===== src/rtl/core/ufr_pkg.sv =====
// shared types and constants of the union-find unit
`default_nettype none

package ufr_pkg;

    localparam int ELEM_W = 7;
    localparam int RANK_W = 3;

    localparam logic [RANK_W-1:0] RANK_MAX = 3'd7;

    localparam logic ACT_FIND  = 1'b0;
    localparam logic ACT_UNION = 1'b1;

    typedef struct packed {
        logic [ELEM_W-1:0] root;
        logic              merged;
        logic [RANK_W-1:0] root_rank;
    } t_rsp;

    typedef struct packed {
        logic parent_we;
        logic rank_we;
    } t_mem_we;

endpackage

`default_nettype wire


===== src/rtl/core/ufr_if.sv =====
// request and response channel interfaces of the union-find unit
`default_nettype none

interface ufr_req_if;
    logic       valid;
    logic       ready;
    logic       action;
    logic [6:0] elem_a;
    logic [6:0] elem_b;

    modport source(output valid, output action, output elem_a, output elem_b, input ready);
    modport sink(input valid, input action, input elem_a, input elem_b, output ready);
endinterface

interface ufr_rsp_if;
    logic       valid;
    logic       ready;
    logic [6:0] root;
    logic       merged;
    logic [2:0] root_rank;

    modport source(output valid, output root, output merged, output root_rank, input ready);
    modport sink(input valid, input root, input merged, input root_rank, output ready);
endinterface

`default_nettype wire


===== src/rtl/core/union_find_rank_path_compression_unit.sv =====
// Disjoint-set unit with union by rank and full path compression over
// NUM_ELEMENTS elements. After reset a clearing pass over all elements
// sets every element to be its own root with rank 0; no item is taken during
// it. Items are then handled one at a time by a sequencer around the parent
// and rank memories, each with one write and one registered read port. A find
// walks the path from elem_a to its root and again to compress it; a union
// does so from elem_a and then elem_b, and links two distinct roots by rank.
// Indexes at or above NUM_ELEMENTS are wrapped by repeated subtraction. The
// result sits in an output register, so the next item is accepted while it waits.
`default_nettype none

module union_find_rank_path_compression_unit #(
    parameter int NUM_ELEMENTS = 128
) (
    input  wire logic i_clk,
    input  wire logic i_rst_n,
    ufr_req_if.sink   i_req,
    ufr_rsp_if.source o_rsp
);

    localparam int IW = $clog2(NUM_ELEMENTS);

    logic                       w_idle;
    logic                       w_res_valid;
    ufr_pkg::t_rsp              w_res;
    logic                       w_out_busy;
    logic [IW-1:0]              w_rd_addr;
    ufr_pkg::t_mem_we           w_we;
    logic [IW-1:0]              w_parent_waddr;
    logic [IW-1:0]              w_parent_wdata;
    logic [IW-1:0]              w_rank_waddr;
    logic [ufr_pkg::RANK_W-1:0] w_rank_wdata;
    logic [IW-1:0]              w_parent_rdata;
    logic [ufr_pkg::RANK_W-1:0] w_rank_rdata;

    logic                       r_out_valid;
    ufr_pkg::t_rsp              r_out;

    assign i_req.ready     = w_idle;
    assign w_out_busy      = r_out_valid && !o_rsp.ready;
    assign o_rsp.valid     = r_out_valid;
    assign o_rsp.root      = r_out.root;
    assign o_rsp.merged    = r_out.merged;
    assign o_rsp.root_rank = r_out.root_rank;

    ufr_seq #(
        .NUM_ELEMENTS(NUM_ELEMENTS)
    ) u_seq (
        .i_clk          (i_clk),
        .i_rst_n        (i_rst_n),
        .i_start        (i_req.valid && w_idle),
        .i_action       (i_req.action),
        .i_elem_a       (i_req.elem_a),
        .i_elem_b       (i_req.elem_b),
        .i_out_busy     (w_out_busy),
        .o_idle         (w_idle),
        .o_res_valid    (w_res_valid),
        .o_res          (w_res),
        .o_rd_addr      (w_rd_addr),
        .o_we           (w_we),
        .o_parent_waddr (w_parent_waddr),
        .o_parent_wdata (w_parent_wdata),
        .o_rank_waddr   (w_rank_waddr),
        .o_rank_wdata   (w_rank_wdata),
        .i_parent_rdata (w_parent_rdata),
        .i_rank_rdata   (w_rank_rdata)
    );

    ufr_table #(
        .NUM_ELEMENTS(NUM_ELEMENTS)
    ) u_table (
        .i_clk          (i_clk),
        .i_rd_addr      (w_rd_addr),
        .i_we           (w_we),
        .i_parent_waddr (w_parent_waddr),
        .i_parent_wdata (w_parent_wdata),
        .i_rank_waddr   (w_rank_waddr),
        .i_rank_wdata   (w_rank_wdata),
        .o_parent_rdata (w_parent_rdata),
        .o_rank_rdata   (w_rank_rdata)
    );

    always_ff @(posedge i_clk) begin
        if (!i_rst_n) begin
            r_out_valid <= 1'b0;
        end else if (w_res_valid) begin
            r_out_valid <= 1'b1;
            r_out       <= w_res;
        end else if (o_rsp.ready) begin
            r_out_valid <= 1'b0;
        end
    end

endmodule

`default_nettype wire


===== src/rtl/core/ufr_table.sv =====
// parent link and rank memories, one write and one registered read port each
`default_nettype none

module ufr_table #(
    parameter int NUM_ELEMENTS = 128
) (
    input  wire logic                              i_clk,
    input  wire logic [$clog2(NUM_ELEMENTS)-1:0]   i_rd_addr,
    input  wire ufr_pkg::t_mem_we                  i_we,
    input  wire logic [$clog2(NUM_ELEMENTS)-1:0]   i_parent_waddr,
    input  wire logic [$clog2(NUM_ELEMENTS)-1:0]   i_parent_wdata,
    input  wire logic [$clog2(NUM_ELEMENTS)-1:0]   i_rank_waddr,
    input  wire logic [ufr_pkg::RANK_W-1:0]        i_rank_wdata,
    output logic      [$clog2(NUM_ELEMENTS)-1:0]   o_parent_rdata,
    output logic      [ufr_pkg::RANK_W-1:0]        o_rank_rdata
);

    localparam int IW = $clog2(NUM_ELEMENTS);

    logic [IW-1:0]              r_parent_mem [NUM_ELEMENTS];
    logic [ufr_pkg::RANK_W-1:0] r_rank_mem   [NUM_ELEMENTS];

    always_ff @(posedge i_clk) begin
        if (i_we.parent_we) begin
            r_parent_mem[i_parent_waddr] <= i_parent_wdata;
        end
        if (i_we.rank_we) begin
            r_rank_mem[i_rank_waddr] <= i_rank_wdata;
        end
        o_parent_rdata <= r_parent_mem[i_rd_addr];
        o_rank_rdata   <= r_rank_mem[i_rd_addr];
    end

endmodule

`default_nettype wire


===== src/rtl/core/ufr_seq.sv =====
// sequencer: index wrap, two-pass root walk, rank compare and link
`default_nettype none

module ufr_seq #(
    parameter int NUM_ELEMENTS = 128
) (
    input  wire logic                              i_clk,
    input  wire logic                              i_rst_n,
    input  wire logic                              i_start,
    input  wire logic                              i_action,
    input  wire logic [ufr_pkg::ELEM_W-1:0]        i_elem_a,
    input  wire logic [ufr_pkg::ELEM_W-1:0]        i_elem_b,
    input  wire logic                              i_out_busy,
    output logic                                   o_idle,
    output logic                                   o_res_valid,
    output ufr_pkg::t_rsp                          o_res,
    output logic      [$clog2(NUM_ELEMENTS)-1:0]   o_rd_addr,
    output ufr_pkg::t_mem_we                       o_we,
    output logic      [$clog2(NUM_ELEMENTS)-1:0]   o_parent_waddr,
    output logic      [$clog2(NUM_ELEMENTS)-1:0]   o_parent_wdata,
    output logic      [$clog2(NUM_ELEMENTS)-1:0]   o_rank_waddr,
    output logic      [ufr_pkg::RANK_W-1:0]        o_rank_wdata,
    input  wire logic [$clog2(NUM_ELEMENTS)-1:0]   i_parent_rdata,
    input  wire logic [ufr_pkg::RANK_W-1:0]        i_rank_rdata
);

    localparam int IW = $clog2(NUM_ELEMENTS);
    localparam int RW = (IW > ufr_pkg::ELEM_W) ? IW : ufr_pkg::ELEM_W;
    localparam int CW = RW + 1;
    localparam logic [CW-1:0] N_C      = CW'(NUM_ELEMENTS);
    localparam logic [IW:0]   N_S      = (IW + 1)'(NUM_ELEMENTS);
    localparam logic [IW-1:0] LAST_IDX = IW'(NUM_ELEMENTS - 1);

    typedef enum logic [3:0] {
        S_CLEAR,
        S_IDLE,
        S_WRAP,
        S_W1_RD,
        S_W1_CHK,
        S_W2_RD,
        S_W2_WR,
        S_RKA_RD,
        S_RKA_CHK,
        S_RKB_RD,
        S_RKB_CHK,
        S_LINK,
        S_DONE
    } t_state;

    t_state                     r_state;
    logic                       r_act;
    logic [CW-1:0]              r_a;
    logic [CW-1:0]              r_b;
    logic [IW-1:0]              r_node;
    logic [IW-1:0]              r_start;
    logic [IW-1:0]              r_top;
    logic [IW-1:0]              r_ra;
    logic                       r_second;
    logic [IW:0]                r_steps;
    logic [ufr_pkg::RANK_W-1:0] r_rank_a;
    logic [ufr_pkg::RANK_W-1:0] r_rank_b;
    logic [IW-1:0]              r_res_root;
    logic                       r_res_merged;
    logic [ufr_pkg::RANK_W-1:0] r_res_rank;
    logic                       r_res_valid;

    logic                       w_a_hi;
    logic                       w_b_hi;
    logic [CW-1:0]              w_sub_out;
    logic [IW:0]                w_steps_inc;
    logic [ufr_pkg::RANK_W-1:0] w_rank_inc;
    logic [RW-1:0]              w_root_ext;

    // compares and a shared subtract for the index wrap
    assign w_a_hi      = (r_a >= N_C);
    assign w_b_hi      = (r_b >= N_C);
    assign w_sub_out   = (w_a_hi ? r_a : r_b) - N_C;
    assign w_steps_inc = r_steps + (IW + 1)'(1);
    assign w_rank_inc  = (r_rank_a == ufr_pkg::RANK_MAX) ? ufr_pkg::RANK_MAX
                                                          : r_rank_a + 3'd1;
    assign w_root_ext  = RW'(r_res_root);

    assign o_idle              = (r_state == S_IDLE);
    assign o_res_valid         = r_res_valid;
    assign o_res.root          = w_root_ext[ufr_pkg::ELEM_W-1:0];
    assign o_res.merged        = r_res_merged;
    assign o_res.root_rank     = r_res_rank;
    assign o_rd_addr           = r_node;

    always_comb begin
        o_we.parent_we = 1'b0;
        o_we.rank_we   = 1'b0;
        o_parent_waddr = r_node;
        o_parent_wdata = r_top;
        o_rank_waddr   = r_ra;
        o_rank_wdata   = w_rank_inc;
        unique case (r_state)
            S_CLEAR: begin
                o_we.parent_we = 1'b1;
                o_we.rank_we   = 1'b1;
                o_parent_waddr = r_steps[IW-1:0];
                o_parent_wdata = r_steps[IW-1:0];
                o_rank_waddr   = r_steps[IW-1:0];
                o_rank_wdata   = '0;
            end
            S_W2_WR: begin
                o_we.parent_we = 1'b1;
            end
            S_LINK: begin
                o_we.parent_we = 1'b1;
                if (r_rank_a < r_rank_b) begin
                    o_parent_waddr = r_ra;
                    o_parent_wdata = r_top;
                end else begin
                    o_parent_waddr = r_top;
                    o_parent_wdata = r_ra;
                end
                o_we.rank_we = (r_rank_a == r_rank_b);
            end
            default: begin
            end
        endcase
    end

    always_ff @(posedge i_clk) begin
        if (!i_rst_n) begin
            r_state     <= S_CLEAR;
            r_steps     <= '0;
            r_second    <= 1'b0;
            r_res_valid <= 1'b0;
        end else begin
            r_res_valid <= 1'b0;
            unique case (r_state)
                S_CLEAR: begin
                    if (r_steps[IW-1:0] == LAST_IDX) begin
                        r_state <= S_IDLE;
                    end
                    r_steps <= w_steps_inc;
                end
                S_IDLE: begin
                    if (i_start) begin
                        r_act   <= i_action;
                        r_a     <= CW'(i_elem_a);
                        r_b     <= CW'(i_elem_b);
                        r_state <= S_WRAP;
                    end
                end
                S_WRAP: begin
                    if (w_a_hi) begin
                        r_a <= w_sub_out;
                    end else if (w_b_hi) begin
                        r_b <= w_sub_out;
                    end else begin
                        r_node   <= r_a[IW-1:0];
                        r_start  <= r_a[IW-1:0];
                        r_second <= 1'b0;
                        r_steps  <= '0;
                        r_state  <= S_W1_RD;
                    end
                end
                S_W1_RD: begin
                    r_state <= S_W1_CHK;
                end
                S_W1_CHK: begin
                    if (i_parent_rdata == r_node) begin
                        r_top   <= r_node;
                        r_node  <= r_start;
                        r_steps <= '0;
                        r_state <= S_W2_RD;
                    end else if (w_steps_inc == N_S) begin
                        // chain without a root: last element reached stands in
                        r_top   <= i_parent_rdata;
                        r_node  <= r_start;
                        r_steps <= '0;
                        r_state <= S_W2_RD;
                    end else begin
                        r_node  <= i_parent_rdata;
                        r_steps <= w_steps_inc;
                        r_state <= S_W1_RD;
                    end
                end
                S_W2_RD: begin
                    if (r_node == r_top || r_steps == N_S) begin
                        if (!r_second) begin
                            r_ra <= r_top;
                            if (r_act == ufr_pkg::ACT_UNION) begin
                                r_second <= 1'b1;
                                r_node   <= r_b[IW-1:0];
                                r_start  <= r_b[IW-1:0];
                                r_steps  <= '0;
                                r_state  <= S_W1_RD;
                            end else begin
                                r_node  <= r_top;
                                r_state <= S_RKA_RD;
                            end
                        end else begin
                            r_node  <= r_ra;
                            r_state <= S_RKA_RD;
                        end
                    end else begin
                        r_state <= S_W2_WR;
                    end
                end
                S_W2_WR: begin
                    r_node  <= i_parent_rdata;
                    r_steps <= w_steps_inc;
                    r_state <= S_W2_RD;
                end
                S_RKA_RD: begin
                    r_state <= S_RKA_CHK;
                end
                S_RKA_CHK: begin
                    r_rank_a <= i_rank_rdata;
                    if (r_act == ufr_pkg::ACT_FIND || r_ra == r_top) begin
                        r_res_root   <= r_ra;
                        r_res_merged <= 1'b0;
                        r_res_rank   <= i_rank_rdata;
                        r_state      <= S_DONE;
                    end else begin
                        r_node  <= r_top;
                        r_state <= S_RKB_RD;
                    end
                end
                S_RKB_RD: begin
                    r_state <= S_RKB_CHK;
                end
                S_RKB_CHK: begin
                    r_rank_b <= i_rank_rdata;
                    r_state  <= S_LINK;
                end
                S_LINK: begin
                    r_res_merged <= 1'b1;
                    if (r_rank_a < r_rank_b) begin
                        r_res_root <= r_top;
                        r_res_rank <= r_rank_b;
                    end else if (r_rank_b < r_rank_a) begin
                        r_res_root <= r_ra;
                        r_res_rank <= r_rank_a;
                    end else begin
                        r_res_root <= r_ra;
                        r_res_rank <= w_rank_inc;
                    end
                    r_state <= S_DONE;
                end
                S_DONE: begin
                    if (!i_out_busy) begin
                        r_res_valid <= 1'b1;
                        r_state     <= S_IDLE;
                    end
                end
                default: begin
                    r_state <= S_IDLE;
                end
            endcase
        end
    end

endmodule

`default_nettype wire


===== src/flat_wrapper.sv =====
// flat-port wrapper written by rule: the top's interface ports become plain ports
module union_find_rank_path_compression_unit_flat 
#(
    parameter int NUM_ELEMENTS = 128
)
  (i_clk, i_rst_n, i_req_valid, i_req_action, i_req_elem_a, i_req_elem_b, i_req_ready, o_rsp_valid, o_rsp_root, o_rsp_merged, o_rsp_root_rank, o_rsp_ready);
  ufr_req_if i_req_i ();
  ufr_rsp_if o_rsp_i ();
  input  wire logic i_clk;
  input  wire logic i_rst_n;
  input wire logic [$bits(i_req_i.valid)-1:0] i_req_valid;
  input wire logic [$bits(i_req_i.action)-1:0] i_req_action;
  input wire logic [$bits(i_req_i.elem_a)-1:0] i_req_elem_a;
  input wire logic [$bits(i_req_i.elem_b)-1:0] i_req_elem_b;
  output wire logic [$bits(i_req_i.ready)-1:0] i_req_ready;
  output wire logic [$bits(o_rsp_i.valid)-1:0] o_rsp_valid;
  output wire logic [$bits(o_rsp_i.root)-1:0] o_rsp_root;
  output wire logic [$bits(o_rsp_i.merged)-1:0] o_rsp_merged;
  output wire logic [$bits(o_rsp_i.root_rank)-1:0] o_rsp_root_rank;
  input wire logic [$bits(o_rsp_i.ready)-1:0] o_rsp_ready;
  assign i_req_i.valid = i_req_valid;
  assign i_req_i.action = i_req_action;
  assign i_req_i.elem_a = i_req_elem_a;
  assign i_req_i.elem_b = i_req_elem_b;
  assign i_req_ready = i_req_i.ready;
  assign o_rsp_valid = o_rsp_i.valid;
  assign o_rsp_root = o_rsp_i.root;
  assign o_rsp_merged = o_rsp_i.merged;
  assign o_rsp_root_rank = o_rsp_i.root_rank;
  assign o_rsp_i.ready = o_rsp_ready;
  union_find_rank_path_compression_unit #(.NUM_ELEMENTS(NUM_ELEMENTS)) u_core (.i_clk(i_clk), .i_rst_n(i_rst_n), .i_req(i_req_i), .o_rsp(o_rsp_i));
endmodule

===== config.mk =====
export PLATFORM = sky130hd
export DESIGN_NAME = union_find_rank_path_compression_unit_flat
export DESIGN_NICKNAME = d
export VERILOG_FILES = /design/src/rtl/core/ufr_pkg.sv /design/src/rtl/core/ufr_if.sv /design/src/rtl/core/union_find_rank_path_compression_unit.sv /design/src/rtl/core/ufr_table.sv /design/src/rtl/core/ufr_seq.sv /design/src/flat_wrapper.sv
export SDC_FILE = /design/constraint.sdc
export NUM_CORES = 1
export LEC_CHECK = 0
export BUFFER_PORTS_ARGS = -buffer_cell sky130_fd_sc_hd__buf_2
export CORE_AREA = 2 2 337 339
export CTS_BUF_LIST = sky130_fd_sc_hd__clkbuf_8
export CTS_CLUSTER_DIAMETER = 200
export DETAILED_ROUTE_END_ITERATION = 10
export DIE_AREA = 0 0 339 341
export GPL_TIMING_DRIVEN = 1
export PLACE_DENSITY = 0.63
export SLEW_MARGIN = 10
export SYNTH_ARGS = -nofsm -noshare
export SYNTH_HDL_FRONTEND = slang
export SYNTH_SLANG_ARGS = --single-unit

===== constraint.sdc =====
create_clock -name i_clk -period 7.2 [get_ports i_clk]
set_input_delay 1.08 -clock i_clk [delete_from_list [all_inputs] [get_ports i_clk]]
set_output_delay 1.08 -clock i_clk [all_outputs]
set_load 0.05 [all_outputs]

# Word-level counts from Yosys, hierarchy flattened
# Memories as Yosys holds them, arrays and structs flattened. A register that Yosys moved wholly into a read port is not among the register bits.
# Index checks and enable logic that the tools add are counted.
[totals] reg_bits=88 ramBits=1280 word_cells=166 output_inout_bits=13 mem_count=2
[mem_list] memory="u_core.u_table.r_parent_mem" words=128 width=7 rd=1 rd_ports_with_merged_regs=1 wr=1 line_no="ufr_table.sv:20" source="logic [IW-1:0] r_parent_mem [NUM_ELEMENTS];"
[mem_list] memory="u_core.u_table.r_rank_mem" words=128 width=3 rd=1 rd_ports_with_merged_regs=1 wr=1 line_no="ufr_table.sv:21" source="logic [ufr_pkg::RANK_W-1:0] r_rank_mem [NUM_ELEMENTS];"
[classes] add_sub_neg=3 eq_ne=32 n_lt_le_gt_ge=4 reduce_logical=30 bitwise=2 mux=73
[op_table] cell="7-bit 2-to-1 mux" n=17
[op_table] cell="8-bit 2-to-1 mux" n=13
[op_table] cell="7-bit one-hot mux with 2 select lines" n=4
[op_table] cell="4-bit one-hot mux with 13 select lines" n=1
[op_table] cell="7-bit one-hot mux with 5 select lines" n=1
[op_table] cell="8-bit one-hot mux with 2 select lines" n=2
[op_table] cell="8-bit one-hot mux with 4 select lines" n=1
[op_table] cell="4-bit 2-to-1 mux" n=7
[op_table] cell="3-bit 2-to-1 mux" n=9
[op_table] cell="2-bit != test (second input constant)" n=12
[op_table] cell="7-bit equality test" n=3
[op_table] cell="4-bit equality test (second input constant)" n=5
[op_table] cell="4-bit by 3-bit equality test with 1-bit output (second input constant)" n=4
[op_table] cell="8-bit equality test (second input constant)" n=2
[op_table] cell="8-bit greater-or-equal comparator (second input constant)" n=2
[op_table] cell="1-bit 2-to-1 mux" n=14
[op_table] cell="4-bit AND reduction" n=3
[op_table] cell="6-bit AND reduction" n=2
[op_table] cell="5-bit AND reduction" n=2
[op_table] cell="2-bit nonzero test" n=5
[op_table] cell="3-bit AND reduction" n=3
[op_table] cell="8-bit by 1-bit adder with 8-bit output (second input constant)" n=1
[op_table] cell="4-bit by 2-bit equality test with 1-bit output (second input constant)" n=2
[op_table] cell="2-bit AND reduction" n=4
[op_table] cell="19 further kinds" n=25

# Longest topological paths before layout
[logic_depth] word_depth=6 depth_mapped=11

# By module
# Synthesis repeated with hierarchy kept, for this count alone.
[hier_totals] hier_cells=2679 hier_area_um2=55181.7
[by_module_without_submodules] mod="ufr_table" area_each_um2=50069.3 n_inst=1 cells_per_inst=2175
[by_module_without_submodules] mod="ufr_seq" area_each_um2=4728.3 n_inst=1 cells_per_inst=488
[by_module_without_submodules] mod="union_find_rank_path_compression_unit" area_each_um2=384.1 n_inst=1 cells_per_inst=16

# Least setup slack after synthesis
# Ideal clock, no wire load.
[synth_path] kind="flip-flop to flip-flop" startpoint="register u_core.u_seq.r_state[2]" endpoint="memory u_core.u_table.r_rank_mem[0][2] (netlist name), data pin" path_stages_with_launch=8 arrival_ns=4.360 path_slack_ns=2.040 n_path_buf=3 cell_sequence="dfxtp_1 -> inv_1 -> ha_1 -> buf_2 -> nor3b_2 -> clkbuf_1 -> clkbuf_1 -> nor2_1"
[synth_between] elab_chain_len=2
[synth_rtl] item="start, declared" line_no="ufr_seq.sv:50" source="t_state r_state;"
[synth_rtl] item="start signal, assigned" line_no="ufr_seq.sv:127" source="r_state <= S_CLEAR;"
[synth_rtl] item="start signal, assigned" line_no="ufr_seq.sv:136" source="r_state <= S_IDLE;"
[synth_rtl] item="start signal, assigned" line_no="ufr_seq.sv:145" source="r_state <= S_WRAP;"
[synth_rtl] item="4-bit zero test" line_no="ufr_seq.sv:97" source="unique case (r_state)"
[synth_rtl] item="3-bit 2-to-1 mux" line_no="ufr_seq.sv:97"
[synth_rtl] item="net u_core.u_seq.o_rank_wdata (one bit)" line_no="ufr_seq.sv:22" source="output logic [ufr_pkg::RANK_W-1:0] o_rank_wdata,"
[synth_rtl] item="end, declared" line_no="ufr_table.sv:21"
# The timed path passes the listed nets, and every way through them passes these cells.

# Final worst setup path
[layout_path] startpoint="register u_core.u_seq.r_state[0]" endpoint="memory u_core.u_table.r_parent_mem[123][5] (netlist name) (enable)"
[layout_between] elab_chain_len=5
[layout_rtl] item="4-bit equality test, or another cell as far along" line_no="ufr_seq.sv:97"
[layout_rtl] item="3-bit OR reduction (no source line)"
[layout_rtl] item="1-bit 2-to-1 mux" line_no="ufr_seq.sv:97"
[layout_rtl] item="1-bit 2-to-1 mux" line_no="ufr_table.sv:24" source="if (i_we.parent_we) begin"
[layout_rtl] item="1-bit 2-to-1 mux (not written as such)" line_no="ufr_table.sv:25" source="r_parent_mem[i_parent_waddr] <= i_parent_wdata;"
[layout_rtl] item="end, declared" line_no="ufr_table.sv:20"
# Several ways; a longest one is shown, not always the timed one.

==> flow_results.org <==
** Logic synthesis
- Fraction of registers with async set or reset after synthesis :: 0%
- The top cell type by area accounts for 73.2% of the synthesized area.
- Cell variety after synth :: 72
- The synthesized design contains 1353 enable-type register cells.
- The largest total area in the synthesized netlist belongs to edfxtp_1.
- After synthesis, flip-flops and latches occupy 74.1% of the total area.
- The Yosys step of the flow raised 0 warnings.
- After synthesis, the mean cell area works out to 18.7 um^2.
- Sorting the synthesized cells by area gives the leading types as edfxtp_1 73%, mux4_2 13%, nor2_1 2.2%.
- After synthesis the cells add up to 0.0555 mm^2.
- Flip-flop and latch count after synthesis :: 1378
- Gate Count Post-Synth :: 2975
- Among all flip-flop cells after synthesis, the most frequent one is edfxtp_1.
- The number of nets handed over by synthesis was 3005.

** STA
- The number of max-slew violations in the final report was 0.
- The final-report hold violation count came to 0.
- Max-Slew Margin vs Limit :: 11.8%
- Setup repair after global routing left no endpoint under its margin.
- For the pin with the worst max-slew slack, the measured transition is 1.32 ns.
- Once routing completed, OpenROAD measured the worst setup slack at 2.24 ns.
- In the final timing run, aggregate negative setup slack is 0 ns.
- Clock skew on the completed layout was measured at 0.0630 ns.
- Setup violations remaining at the end of the flow were counted as 0.
- Based on the critical path, the design can be clocked at up to 202 MHz.
- The final critical path takes up 68.9% of the cycle.
- Final Critical Period :: 4.96 ns

** Global route
- Pin count of the biggest net entering global routing :: 177
- GR Overflow Total :: 0
- The via count of the first global-routing pass came to 30121.
- Global-route wire length before repair :: 199000 um
- The initial antenna violation count was 1.
- GRT Resource Usage Total :: 23.3%

** Pwr
- For this design the static power due to leakage is 19.6 nW.
- Total Power Consumption :: 15.3 mW
- VDD sags by at most 0.000176 V.
- Power per cell area :: 250 mW/mm^2

** Clocking
- TritonCTS created 209 clock buffers.
- In this run, post-CTS repair resized a total of 0 instances.
- For this design, the sink count on the clock tree is 1378.
- The clock passes through at most 3 buffers.
- After clock tree synthesis, the setup repair step added 0 buffers.
- Clock transition at the registers of the reported paths :: 0.07 ns
- The number of hold buffers added after CTS was 0.
- CTS placed an instance of clkbuf_8 at the clock tree root.
- H-tree depth :: 4
- Worst skew pair latency :: 0.91 ns
- TritonCTS clock tree :: yes

** Run
- Number of max-capacitance violations reported :: 0

** Place
- Worst slack at placement :: 2.42 ns
- At the end of routability-driven placement, the weighted congestion stood at 0.916.
- Count of placed standard cells including taps :: 4356
- After legalization and detailed placement, the total HPWL measured 79300 um.
- Number of input and output port buffers inserted :: 31

** Routing
- Vias per std cell :: 6.17
- After detailed routing, the average wire length per cell comes to 28.1 um.
- The final route contains 29285 vias.
- DRC viols :: 0
- After detailed routing, the total wire length is 133000 um.
- Post-DRT Antenna Nets :: 0
- Number of detailed-routing iterations run before antenna repair :: 6
- Count of routing violations after the opening detailed-route iteration :: 3258

** Floorplan
- Rows :: 123
- The die is 339 um wide.
- Placeable Area :: 0.112 mm^2
- Pin placement for this block handled 32 I/O pins.
- The die is 341 um tall.
- Die footprint :: 0.116 mm^2
- Once the floorplan was initialized, standard cells occupied 49.6% of the core.

** Cells and area
- Fin cells :: 4745
- Net count, final :: 3097
- At the end of the flow the core is filled with cells to 54.8%.
- Cells with a size suffix above 1 make up 21.8% of the layout.
- Post-synthesis to final-layout area growth :: 10.4%

** Outcome
- The flow ran to the end, and the final reports show no timing, DRC or antenna violations.

** Worst setup path
- Critical path startpoint category :: register
- STA puts the critical path data arrival time at 5.45 ns.
- Data required time at the worst endpoint :: 7.69 ns
- Crit path max fanout :: 32
- CP Capture Type :: register
- The worst setup path is of the register to register kind.

** Worst hold path
- The worst hold path belongs to the class input pin to register.
[worst paths after layout]
check	slack, ns	cells after the start	startpoint	end
max	2.24	7	u_core.u_seq.r_state[0]$_SDFFE_PN0P_	u_core.u_table.r_parent_mem[123][5]$_DFFE_PP_
min	0.38	1	i_req_action	u_core.u_seq.r_act$_DFFE_PP_
max reg2reg	2.24	7	u_core.u_seq.r_state[0]$_SDFFE_PN0P_	u_core.u_table.r_parent_mem[123][5]$_DFFE_PP_
min reg2reg	0.42	0	u_core.u_seq.r_res_root[4]$_DFFE_PP_	u_core.o_rsp.root[4]$_DFFE_PP_
[flip-flops by register name (all words and copies together), names as in the netlist, 4 cells and up]
register,cells
u_core.u_seq.r_top,7
u_core.u_seq.r_b,8
u_core.u_table.r_rank_mem,384
u_core.u_seq.r_state,4
u_core.u_table.o_parent_rdata,7
u_core.u_seq.r_start,7
u_core.u_seq.r_a,8
u_core.u_table.r_parent_mem,896
u_core.u_seq.o_rd_addr,7
u_core.u_seq.r_ra,7
u_core.u_seq.r_steps,8
u_core.o_rsp.root,7
u_core.u_seq.r_res_root,7
[Yosys cell counts (4+ instances only)]
library cell  count
or3_1             4
a221oi_1          8
and2_1            6
edfxtp_1       1353
nor2b_1          11
o22ai_1          59
xnor2_1          11
clkbuf_1        105
buf_2            60
nand3b_1          5
o31a_1            4
dfxtp_1          25
nand4_1          34
nor4_1           12
a222oi_1          7
a2111oi_0        10
a22oi_1          11
o21a_1           22
and3_1            6
o211a_1           5
a221o_1           6
inv_1            21
mux4_2          320
mux2_2            7
buf_4             4
a31o_2            5
a211oi_1         26
o31ai_1           5
xor2_1           10
nand2b_1          7
nor3_1           10
buf_1            16
nor2_1          323
o21ai_0          54
o211ai_1         29
mux2i_1          88
ha_1             11
a21oi_1          34
o2111ai_1         6
nand2_1         154
nand3_1          28
a21o_1           12
[power breakdown]
part	leakage (nW)	switching, mW	internal [mW]	total [mW]
Clock	2.32	3.07	3.30	6.37
Sequential	12.7	0.0108	8.76	8.77
Combinational	4.57	0.164	0.0304	0.194
Total	19.6	3.25	12.1	15.3
[final cells by class]
type	count	area, um^2
Inverter	22	118
Fill cell	8480	50600
Sequential cell	1378	41100
Clock inverter	178	1270
Multi-Input combinational cell	1388	13500
Antenna cell	2	5.00
Tap cell	1500	1880
Timing Repair Buffer	68	470
Clock buffer	209	2880
[cell families (layout without fill, tap and decap cells)]
kind of cell / Yosys count / after routing / share of synthesized area, %
compound gates: 323 / 323 / 4.09
flops: 1378 / 1378 / 74.1
fa+ha+maj: 11 / 11 / 0.248
xor+xnor: 21 / 21 / 0.331
other cells: 0 / 2 / 0
buf+inv: 209 / 477 / 1.60
simple gates: 618 / 618 / 4.89
mux: 415 / 415 / 14.7
[metal layers]
| metal | vias to the layer above | routed length (um) | track usage [%] |
|---|---|---|---|
| met5 | - | 0 | 0 |
| met4 | 0 | 3440 | 7.39 |
| met3 | 266 | 11000 | 4.42 |
| met2 | 1524 | 64100 | 37.2 |
| met1 | 15160 | 54700 | 32.7 |
| li1 | 12335 | - | - |
[placed cells by master, fill, tap and decap left out, types with 15 or more instances in the layout]
master / count
bufinv_16: 15
dfxtp_1: 25
nand2_1: 154
mux2i_1: 88
a21oi_1: 34
nor2_1: 320
nand4_1: 34
buf_2: 31
inv_1: 65
nand3_1: 27
clkinv_1: 59
clkbuf_8: 209
a211oi_1: 26
o21ai_0: 54
o22ai_1: 59
edfxtp_1: 1353
buf_4: 34
o211ai_1: 29
clkinv_2: 37
mux4_2: 320
o21a_1: 22
[stage by stage]
step	hold slack, ns	area (um^2)
6_report	0.379	61300
3_5_place_dp	0.405	57100
2_1_floorplan	0.400	55500
4_1_cts	0.298	61300
3_3_place_gp	0.409	57100
5_1_grt	0.352	61300
[worst max-delay path: stages (launching register included)]
cell      delay (ns)
dfxtp_1         1.05
nand3_2         0.50
inv_2           0.41
nand2_1         0.12
a211oi_2        0.30
a311o_1         0.29
nand4_2         0.96
nor2_1          0.87
No activity file was read; power rests on OpenSTA's default activity.
